<file path="src/hw/rtl/deq_pkg.sv">
package deq_pkg;

  // Operation codes carried in the operation field
  typedef enum logic [2:0] {
    OP_PUSH_FRONT = 3'd0,
    OP_PUSH_BACK  = 3'd1,
    OP_POP_FRONT  = 3'd2,
    OP_POP_BACK   = 3'd3,
    OP_PEEK       = 3'd4
  } op_e;

  // Status codes reported with every result beat
  typedef enum logic [1:0] {
    STATUS_OK        = 2'd0,
    STATUS_UNDERFLOW = 2'd1,
    STATUS_OVERFLOW  = 2'd2
  } status_e;

  // Input beat
  typedef struct packed {
    logic [2:0]         operation;
    logic signed [31:0] value;
  } in_t;

  // Result beat
  typedef struct packed {
    logic signed [31:0] popped_value;
    logic signed [31:0] front_value;
    logic signed [31:0] back_value;
    logic               is_empty;
    logic               is_full;
    logic [4:0]         entry_count;
    logic [1:0]         status;
  } out_t;

  // Per-chain command broadcast to every cell
  typedef struct packed {
    logic shift_up;    // take the neighbor nearer the head, head cell takes the new value
    logic shift_down;  // take the neighbor farther from the head
    logic tail_load;   // cell at the tail position takes the new value
  } cell_ctrl_t;

endpackage

</file>
<file path="src/hw/rtl/double_ended_queue_core.sv">
// Channel  Direction  Handshake                 Payload
// in       input      in_valid_i / in_ready_o   deq_pkg::in_t  (operation, value)
// out      output     out_valid_o / out_ready_i deq_pkg::out_t (values, flags, count, status)
//
// Items are taken one at a time: the item updates the cell chains at its
// accept edge and its result beat shows on the next cycle; a new item is taken
// once that beat has been accepted.
// Two mirrored chains of DEPTH cells hold the entries, one with the front at its
// head, one with the back at its head, so both ends are read at a fixed cell.
// Reset clears the entry count and the output valid; cell contents need none.
// A stalled result beat holds, and holds off the input side.
module double_ended_queue_core #(
  parameter int DEPTH      = 16,
  parameter int DATA_WIDTH = 32
) (
  input  logic           clk_i,
  input  logic           rst_ni,
  input  logic           in_valid_i,
  output logic           in_ready_o,
  input  deq_pkg::in_t   in_data_i,
  output logic           out_valid_o,
  input  logic           out_ready_i,
  output deq_pkg::out_t  out_data_o
);

  localparam int CNT_W = $clog2(DEPTH + 1);

  logic                  accept;
  logic                  empty, full;
  logic [DATA_WIDTH-1:0] in_value;
  logic [DATA_WIDTH-1:0] front_head, back_head;
  deq_pkg::cell_ctrl_t   front_ctrl, back_ctrl;
  logic [CNT_W-1:0]      count_d, count_q;
  logic                  out_valid_d, out_valid_q;
  logic [DATA_WIDTH-1:0] popped_d, popped_q;
  deq_pkg::status_e      status_d, status_q;

  assign in_ready_o = !out_valid_q;
  assign accept     = in_valid_i && in_ready_o;
  assign empty      = (count_q == '0);
  assign full       = (count_q == CNT_W'(DEPTH));
  assign in_value   = DATA_WIDTH'($unsigned(in_data_i.value));

  // Decode the operation into chain commands, the new count and status
  always_comb begin
    front_ctrl = '0;
    back_ctrl  = '0;
    count_d    = count_q;
    popped_d   = popped_q;
    status_d   = status_q;
    if (accept) begin
      popped_d = '0;
      status_d = deq_pkg::STATUS_OK;
      case (deq_pkg::op_e'(in_data_i.operation))
        deq_pkg::OP_PUSH_FRONT: begin
          if (full) begin
            status_d = deq_pkg::STATUS_OVERFLOW;
          end else begin
            front_ctrl.shift_up = 1'b1;
            back_ctrl.tail_load = 1'b1;
            count_d             = count_q + CNT_W'(1);
          end
        end
        deq_pkg::OP_PUSH_BACK: begin
          if (full) begin
            status_d = deq_pkg::STATUS_OVERFLOW;
          end else begin
            back_ctrl.shift_up   = 1'b1;
            front_ctrl.tail_load = 1'b1;
            count_d              = count_q + CNT_W'(1);
          end
        end
        deq_pkg::OP_POP_FRONT: begin
          if (empty) begin
            status_d = deq_pkg::STATUS_UNDERFLOW;
          end else begin
            popped_d              = front_head;
            front_ctrl.shift_down = 1'b1;
            count_d               = count_q - CNT_W'(1);
          end
        end
        deq_pkg::OP_POP_BACK: begin
          if (empty) begin
            status_d = deq_pkg::STATUS_UNDERFLOW;
          end else begin
            popped_d             = back_head;
            back_ctrl.shift_down = 1'b1;
            count_d              = count_q - CNT_W'(1);
          end
        end
        default: begin
          // peek and unused codes: leave the contents alone
        end
      endcase
    end
  end

  // Raise the result beat after an accept, drop it once taken
  always_comb begin
    out_valid_d = out_valid_q;
    if (accept) begin
      out_valid_d = 1'b1;
    end else if (out_valid_q && out_ready_i) begin
      out_valid_d = 1'b0;
    end
  end

  always_ff @(posedge clk_i or negedge rst_ni) begin
    if (!rst_ni) begin
      count_q     <= '0;
      out_valid_q <= 1'b0;
    end else begin
      count_q     <= count_d;
      out_valid_q <= out_valid_d;
    end
  end

  always_ff @(posedge clk_i) begin
    popped_q <= popped_d;
    status_q <= status_d;
  end

  // Front chain: head is the front entry, tail slot is the back end
  deq_chain #(
    .DEPTH      (DEPTH),
    .DATA_WIDTH (DATA_WIDTH),
    .CNT_W      (CNT_W)
  ) u_front_chain (
    .clk_i   (clk_i),
    .ctrl_i  (front_ctrl),
    .tail_i  (count_q),
    .value_i (in_value),
    .head_o  (front_head)
  );

  // Back chain: mirror image, head is the back entry
  deq_chain #(
    .DEPTH      (DEPTH),
    .DATA_WIDTH (DATA_WIDTH),
    .CNT_W      (CNT_W)
  ) u_back_chain (
    .clk_i   (clk_i),
    .ctrl_i  (back_ctrl),
    .tail_i  (count_q),
    .value_i (in_value),
    .head_o  (back_head)
  );

  // Assemble the result beat from the settled chains
  assign out_valid_o             = out_valid_q;
  assign out_data_o.popped_value = 32'(popped_q);
  assign out_data_o.front_value  = empty ? '0 : 32'(front_head);
  assign out_data_o.back_value   = empty ? '0 : 32'(back_head);
  assign out_data_o.is_empty     = empty;
  assign out_data_o.is_full      = full;
  assign out_data_o.entry_count  = 5'(count_q);
  assign out_data_o.status       = status_q;

endmodule

</file>
<file path="src/hw/rtl/deq_cell.sv">
module deq_cell #(
  parameter int DATA_WIDTH = 32,
  parameter int CNT_W      = 5,
  parameter int IDX        = 0
) (
  input  logic                  clk_i,
  input  deq_pkg::cell_ctrl_t   ctrl_i,
  input  logic [CNT_W-1:0]      tail_i,
  input  logic [DATA_WIDTH-1:0] value_i,
  input  logic [DATA_WIDTH-1:0] prev_i,
  input  logic [DATA_WIDTH-1:0] next_i,
  output logic [DATA_WIDTH-1:0] data_o
);

  logic [DATA_WIDTH-1:0] data_d, data_q;

  // Select the next entry: shift either way, or load at the tail slot
  always_comb begin
    data_d = data_q;
    if (ctrl_i.shift_up) begin
      data_d = prev_i;
    end else if (ctrl_i.shift_down) begin
      data_d = next_i;
    end else if (ctrl_i.tail_load && (tail_i == CNT_W'(IDX))) begin
      data_d = value_i;
    end
  end

  always_ff @(posedge clk_i) begin
    data_q <= data_d;
  end

  assign data_o = data_q;

endmodule

</file>
<file path="src/hw/rtl/deq_chain.sv">
module deq_chain #(
  parameter int DEPTH      = 16,
  parameter int DATA_WIDTH = 32,
  parameter int CNT_W      = 5
) (
  input  logic                  clk_i,
  input  deq_pkg::cell_ctrl_t   ctrl_i,
  input  logic [CNT_W-1:0]      tail_i,
  input  logic [DATA_WIDTH-1:0] value_i,
  output logic [DATA_WIDTH-1:0] head_o
);

  logic [DATA_WIDTH-1:0] data [DEPTH];

  // Link each cell to its neighbors; the head cell shifts in the new value
  for (genvar i = 0; i < DEPTH; i++) begin : g_cell
    logic [DATA_WIDTH-1:0] prev_data, next_data;

    if (i == 0) begin : g_head
      assign prev_data = value_i;
    end else begin : g_body
      assign prev_data = data[i-1];
    end

    if (i == DEPTH - 1) begin : g_last
      assign next_data = data[i];
    end else begin : g_inner
      assign next_data = data[i+1];
    end

    deq_cell #(
      .DATA_WIDTH (DATA_WIDTH),
      .CNT_W      (CNT_W),
      .IDX        (i)
    ) u_cell (
      .clk_i   (clk_i),
      .ctrl_i  (ctrl_i),
      .tail_i  (tail_i),
      .value_i (value_i),
      .prev_i  (prev_data),
      .next_i  (next_data),
      .data_o  (data[i])
    );
  end

  assign head_o = data[0];

endmodule

</file>
<file path="config.mk">
export PLATFORM = sky130hd
export DESIGN_NAME = double_ended_queue_core
export DESIGN_NICKNAME = d
export VERILOG_FILES = /design/src/hw/rtl/deq_pkg.sv /design/src/hw/rtl/double_ended_queue_core.sv /design/src/hw/rtl/deq_cell.sv /design/src/hw/rtl/deq_chain.sv
export SDC_FILE = /design/constraint.sdc
export NUM_CORES = 2
export LEC_CHECK = 0
export BUFFER_PORTS_ARGS = -buffer_cell sky130_fd_sc_hd__buf_2
export CORE_ASPECT_RATIO = 0.8
export CORE_UTILIZATION = 40
export CTS_CLUSTER_SIZE = 12
export DETAILED_ROUTE_END_ITERATION = 7
export PLACE_DENSITY = 0.58
export SLEW_MARGIN = 10
export SYNTH_ARGS = -nofsm -noshare
export SYNTH_HDL_FRONTEND = slang
export SYNTH_SLANG_ARGS = --single-unit
</file>
<file path="constraint.sdc">
create_clock -name clk_i -period 6.7 [get_ports clk_i]
set_clock_uncertainty 0.15 [all_clocks]
set_input_delay 1.34 -clock clk_i [delete_from_list [all_inputs] [get_ports clk_i]]
set_output_delay 1.34 -clock clk_i [all_outputs]
set_load 0.005 [all_outputs]
</file>
Word level (Yosys, flattened, before mapping)
Index checks and enable logic that the tools add are counted.

Register bits after elaboration: 1064. Input bits: 39. Output and inout port bits: 107. Word-level logic and storage cells: 252.

Add/sub/neg operators: 2. Equality and inequality tests: 23. Mux-type cells: 115. Reductions and logical operators: 76.

Operators with widths (number): $mux W32 (98); $reduce_bool A3 Y1 (30); $pmux W32 S2 (1); $eq A5 B4 Y1 const B (8); $logic_and A1 B1 Y1 (34); $eq A5 B3 Y1 const B (4); $eq A5 B2 Y1 const B (2); $mux W5 (2); $pmux W5 S2 (1); $mux W1 (9); $reduce_bool A2 Y1 (4); $eq A3 B2 Y1 const B (2); $mux W3 (2); $add A5 B1 Y5 const B (1); $eq A5 B1 Y1 const B (1); $eq A5 B5 Y1 const B (1); $logic_not A5 Y1 (1); $sub A5 B1 Y5 const B (1); $ne A2 B1 Y1 const B (2); $ne A2 B2 Y1 const B (2); $pmux W2 S2 (1); $reduce_and A2 Y1 (2); $reduce_and A4 Y1 (1); $reduce_or A2 Y1 (2); other kinds (4) (4).

Depth between registers and ports, before layout
Word-level depth: 8. Mapped depth: 11. Mapped depth without buffers: 7.

By module
A second synthesis with hierarchy kept.

Cells, all modules: 4769. Area, all modules: 56449.1 um^2.

By module, submodules not included: deq_cell at u_back_chain.g_cell[10].u_cell ... (instances 8, cells each 142, area an instance 1690.4 um^2, sequential area each 960.9 um^2); deq_cell at u_back_chain.g_cell[1].u_cell ... (instances 8, cells each 142, area an instance 1689.1 um^2, sequential area each 960.9 um^2); deq_cell at u_back_chain.g_cell[11].u_cell ... (instances 6, cells each 141, area an instance 1686.6 um^2, sequential area each 960.9 um^2); deq_cell at u_back_chain.g_cell[13].u_cell ... (instances 4, cells each 143, area an instance 1690.4 um^2, sequential area each 960.9 um^2); deq_cell at u_back_chain.g_cell[0].u_cell ... (instances 4, cells each 142, area an instance 1686.6 um^2, sequential area each 960.9 um^2); deq_cell at u_back_chain.g_cell[3].u_cell ... (instances 2, cells each 141, area an instance 1685.4 um^2, sequential area each 960.9 um^2); double_ended_queue_core (instances 1, cells each 229, area an instance 2414.8 um^2, sequential area each 1171.1 um^2).

Worst setup path after synthesis
Ideal clock, no wire load.

Path type: input to register. Start point: in in_data_i[33] in the netlist's numbering. End point: reg u_back_chain.g_cell[12].u_cell.data_q[0], enable pin. Setup time: 0.470 ns. Data arrival time: 4.907 ns. Slack: 1.173 ns. Stages on the path: 7. Buffers on the path: 3. Cells stage by stage: clkbuf_1 nor2_1 and2_1 buf_2 nand2_1 buf_2 o31ai_1.

Word-level cells in the longest chain between the ends: 5.

RTL lines: start, declared (RTL line double_ended_queue_core.sv:20) `input deq_pkg::in_t in_data_i,`; $logic_not A3 Y1 (RTL line double_ended_queue_core.sv:54) `case (deq_pkg::op_e'(in_data_i.operation))`; $mux W1 (RTL line double_ended_queue_core.sv:54); $mux W3 (*) (RTL line double_ended_queue_core.sv:51) `if (accept) begin`; $logic_and A1 B1 Y1 (RTL line deq_cell.sv:24) `end else if (ctrl_i.tail_load && (tail_i == CNT_W'(IDX))) begin`; $reduce_bool A3 Y1 (no line) (*); end signal, assigned (RTL line deq_cell.sv:30) `data_q <= data_d;`; end, declared (RTL line deq_cell.sv:15) `logic [DATA_WIDTH-1:0] data_d, data_q;`.

Mark *: on every way between the ends. The rest lies on a longest branch, timed or not. A chain may end at the register's enable or synchronous reset.

==> impl_metrics.csv <==
group,metric,value,unit
pwr,total_leakage_power,15.9,nW
hold_path,hold_path_class,"in2async",
synth,synthDistinctLibCells,41,
sta,fin_crit_sh,0.693,
clock_network,clkSinkCount,1064,
worst_setup_path,cp-start-kind,"register",
grt,track_usage,0.214,
grt,grt_pass1_wl,201,mm
worst_setup_path,r2r_start,"count_q[0]$_DFFE_PN0P_",
sta,fin_crit,4640,ps
clock_network,cts_buffer_depth,3,
clock_network,hold_buffers,0,
routing,drtIter0Drc,4695,
clock_network,cts_root_buf,"clkbuf_16",
layout,layout_common_cells,"1,058 x edfxtp_1, 896 x a22oi_1, 894 x o21ai_0",
sta,clock.fmax,0.215,GHz
clock_network,numCtsBuffers,105,
layout,multiInputGateArea,0.0150,mm2
pwr,ir_drop,0.214,mV
die,dieWidth,390,um
routing,ant_nets,0,
worst_setup_path,worstPathCellList,"inv_1, ha_1, or4b_2, buf_4, and2_1, buf_2",
synth,ys_seq_area_frac,0.662,
placement,io_buffers,145,
worst_setup_path,crit_type,"reg2out",
sta,slew_headroom,0.199,
sta,hold_violations,0,
layout,n_antenna_cell,0,
routing,vias_per_cell,6.28,
routing,wl,136,mm
synth,yosys_warnings,0,
sta,fin_setup_tns,0,ps
placement,place_congestion,0.792,
sta,final-setup-viol-count,0,
worst_setup_path,crit_arrival,3150,ps
worst_setup_path,max_stage_delay,590,ps
layout,final_nets,3679,
layout,stdcell_count,5300,
clock_network,cts_tree,"built",
synth,synthesis.area,0.0482,mm2
die,core.rowCount,113,
pwr,finalPower,15.6,mW
worst_setup_path,r2r_cells,10,
worst_setup_path,cp_max_fo,70,
placement,dp.cells,5137,
routing,firstDrtPassIters,6,
clock_network,cts.clk_slew.worst_paths,60,ps
grt,grt_start_max_net_pins,217,
die,start_util,0.405,
layout,final_common_cell,"edfxtp_1",
die,core_area,0.119,mm2
grt,gr-total-overflow,0,
clock_network,clkLatencyLatePin,690,ps
die,die-area,0.122,mm2
synth,syn-mean-instance-area,12.9,um2
clock_network,post_cts.repair.setup_buffers,0,
worst_setup_path,ff2ff_setup_slack,2130,ps
synth,synth_edf_count,1058,
synth,synthCells,3728,
grt,antenna_found_initial,5,
worst_setup_path,cp_top_family,"simple AND/OR/NAND/NOR gates",
placement,dp_hpwl,76.2,mm
layout,syn2layout_area_growth,10.6,%
worst_setup_path,r2r_end,"u_front_chain.g_cell[8].u_cell.data_o[22]$_DFFE_PP_",
sta,tightest_slew,1200,ps
layout,postLayoutCoreUtil,0.448,
worst_setup_path,critPathBufInv,3,
clock_network,h-tree-depth,3,
sta,final_max_slew_viol_count,0,
outcome,status,"completed",
worst_setup_path,cp-end-kind,"primary output",
die,ios,146,
layout,drive_gt1_frac,0.141,
die,die_h,313,um
routing,drc,0,
synth,syn-num-nets,3773,
pwr,power_density,293,mW/mm2
layout,register_area,0.0319,mm2
run,max_cap_violations,0,
routing,wire_per_inst,25.7,um
layout,fillCellCount,10700,
synth,async_flop_share,0.00564,
synth,ys_ff_latch,1064,
synth,synthFlopType,"edfxtp_1",
sta,rsz0062_at_grt,"false",
worst_setup_path,required,5210,ps
routing,vias,33300,
clock_network,cts_resized,0,
grt,grt_pass1_vias,31200,
worst_setup_path,critPathSlowestCell,"or4b_2",
==> through the flow <==
step	worst slack, ps	cell area (um2)	hold WS [ps]
CTS	2060	53300	294
finish	2060	53300	339
global route	1900	53300	306
detailed placement	1980	50400	417
floorplan	1170	48200	401
global placement	1970	50400	412
==> layer usage <==
layer | vias to the layer above | global-route usage | share of wire
met5 | - | 0 | 0.000096
met4 | 2 | 0.0396 | 0.015
met3 | 146 | 0.0520 | 0.093
met2 | 1582 | 0.298 | 0.42
met1 | 16700 | 0.338 | 0.47
li1 | 14800 | - | -
==> cells in the mapped netlist, types with 2 or more instances <==
cell | number | share of area
a21oi_1 | 27 | 0.0028
a22oi_1 | 896 | 0.14
and2_1 | 66 | 0.0086
and3_1 | 2 | 0.00026
buf_1 | 12 | 0.00093
buf_2 | 39 | 0.0040
buf_4 | 3 | 0.00047
buf_6 | 10 | 0.0023
clkbuf_1 | 359 | 0.028
dfrtp_1 | 6 | 0.0031
edfxtp_1 | 1058 | 0.66
ha_1 | 6 | 0.0016
inv_1 | 6 | 0.00047
mux2_2 | 128 | 0.030
mux2i_1 | 33 | 0.0068
nand2_1 | 10 | 0.00078
nand2b_1 | 5 | 0.00065
nand3_1 | 23 | 0.0024
nor2_1 | 41 | 0.0032
nor3_1 | 4 | 0.00042
nor4_1 | 3 | 0.00039
o21ai_0 | 899 | 0.093
o21ai_1 | 61 | 0.0063
o21ai_2 | 10 | 0.0018
o22ai_1 | 2 | 0.00026
o31ai_1 | 2 | 0.00031
xnor2_1 | 2 | 0.00036
xor2_1 | 2 | 0.00036
==> cells by family after synthesis <==
family          Yosys count  synth area share
mux                     161            0.0367
simple gates            162            0.0179
flops                  1064             0.662
compound gates         1900             0.245
xor+xnor                  4          0.000726
fa+ha+maj                 6           0.00156
buf+inv                 431            0.0364
==> cell type report <==
cell class	count	area share
clock inverter	28	0.00338
sequential	1064	0.598
timing repair buffer	223	0.0274
clock buffer	135	0.0522
multi-input combinational	2233	0.280
tap	1610	0.0378
inverter	7	0.000493
==> worst max path at each step <==
| stage | endpoint | start | slack (ps) | cells after the start |
|---|---|---|---|---|
| floorplan | u_back_chain.g_cell[12].u_cell.data_o[0]$_DFFE_PP_ | in_data_i[33] | 1170 | 7 |
| global placement | u_back_chain.g_cell[12].u_cell.data_o[10]$_DFFE_PP_ | in_data_i[33] | 1970 | 7 |
| detailed placement | u_front_chain.g_cell[10].u_cell.data_o[13]$_DFFE_PP_ | in_data_i[33] | 1980 | 7 |
| CTS | out_data_o[61] | count_q[0]$_DFFE_PN0P_ | 2060 | 6 |
| global route | u_front_chain.g_cell[4].u_cell.data_o[9]$_DFFE_PP_ | count_q[0]$_DFFE_PN0P_ | 1900 | 10 |
| finish | out_data_o[61] | count_q[0]$_DFFE_PN0P_ | 2060 | 6 |
==> power breakdown <==
part,internal (mW),leakage [nW],switching [mW]
registers,7.74,9.71,0.197
clock network,2.96,1.44,2.47
logic,0.738,4.75,1.54
==> registers in the layout, indices dropped and copies added (netlist names) <==
register,cells
count_q,5
popped_q,32
u_back_chain.g_cell.u_cell.data_o,512
out_valid_o,1
status_q,2
u_front_chain.g_cell.u_cell.data_o,512
Note: power is estimated with default switching activity, not from simulation.
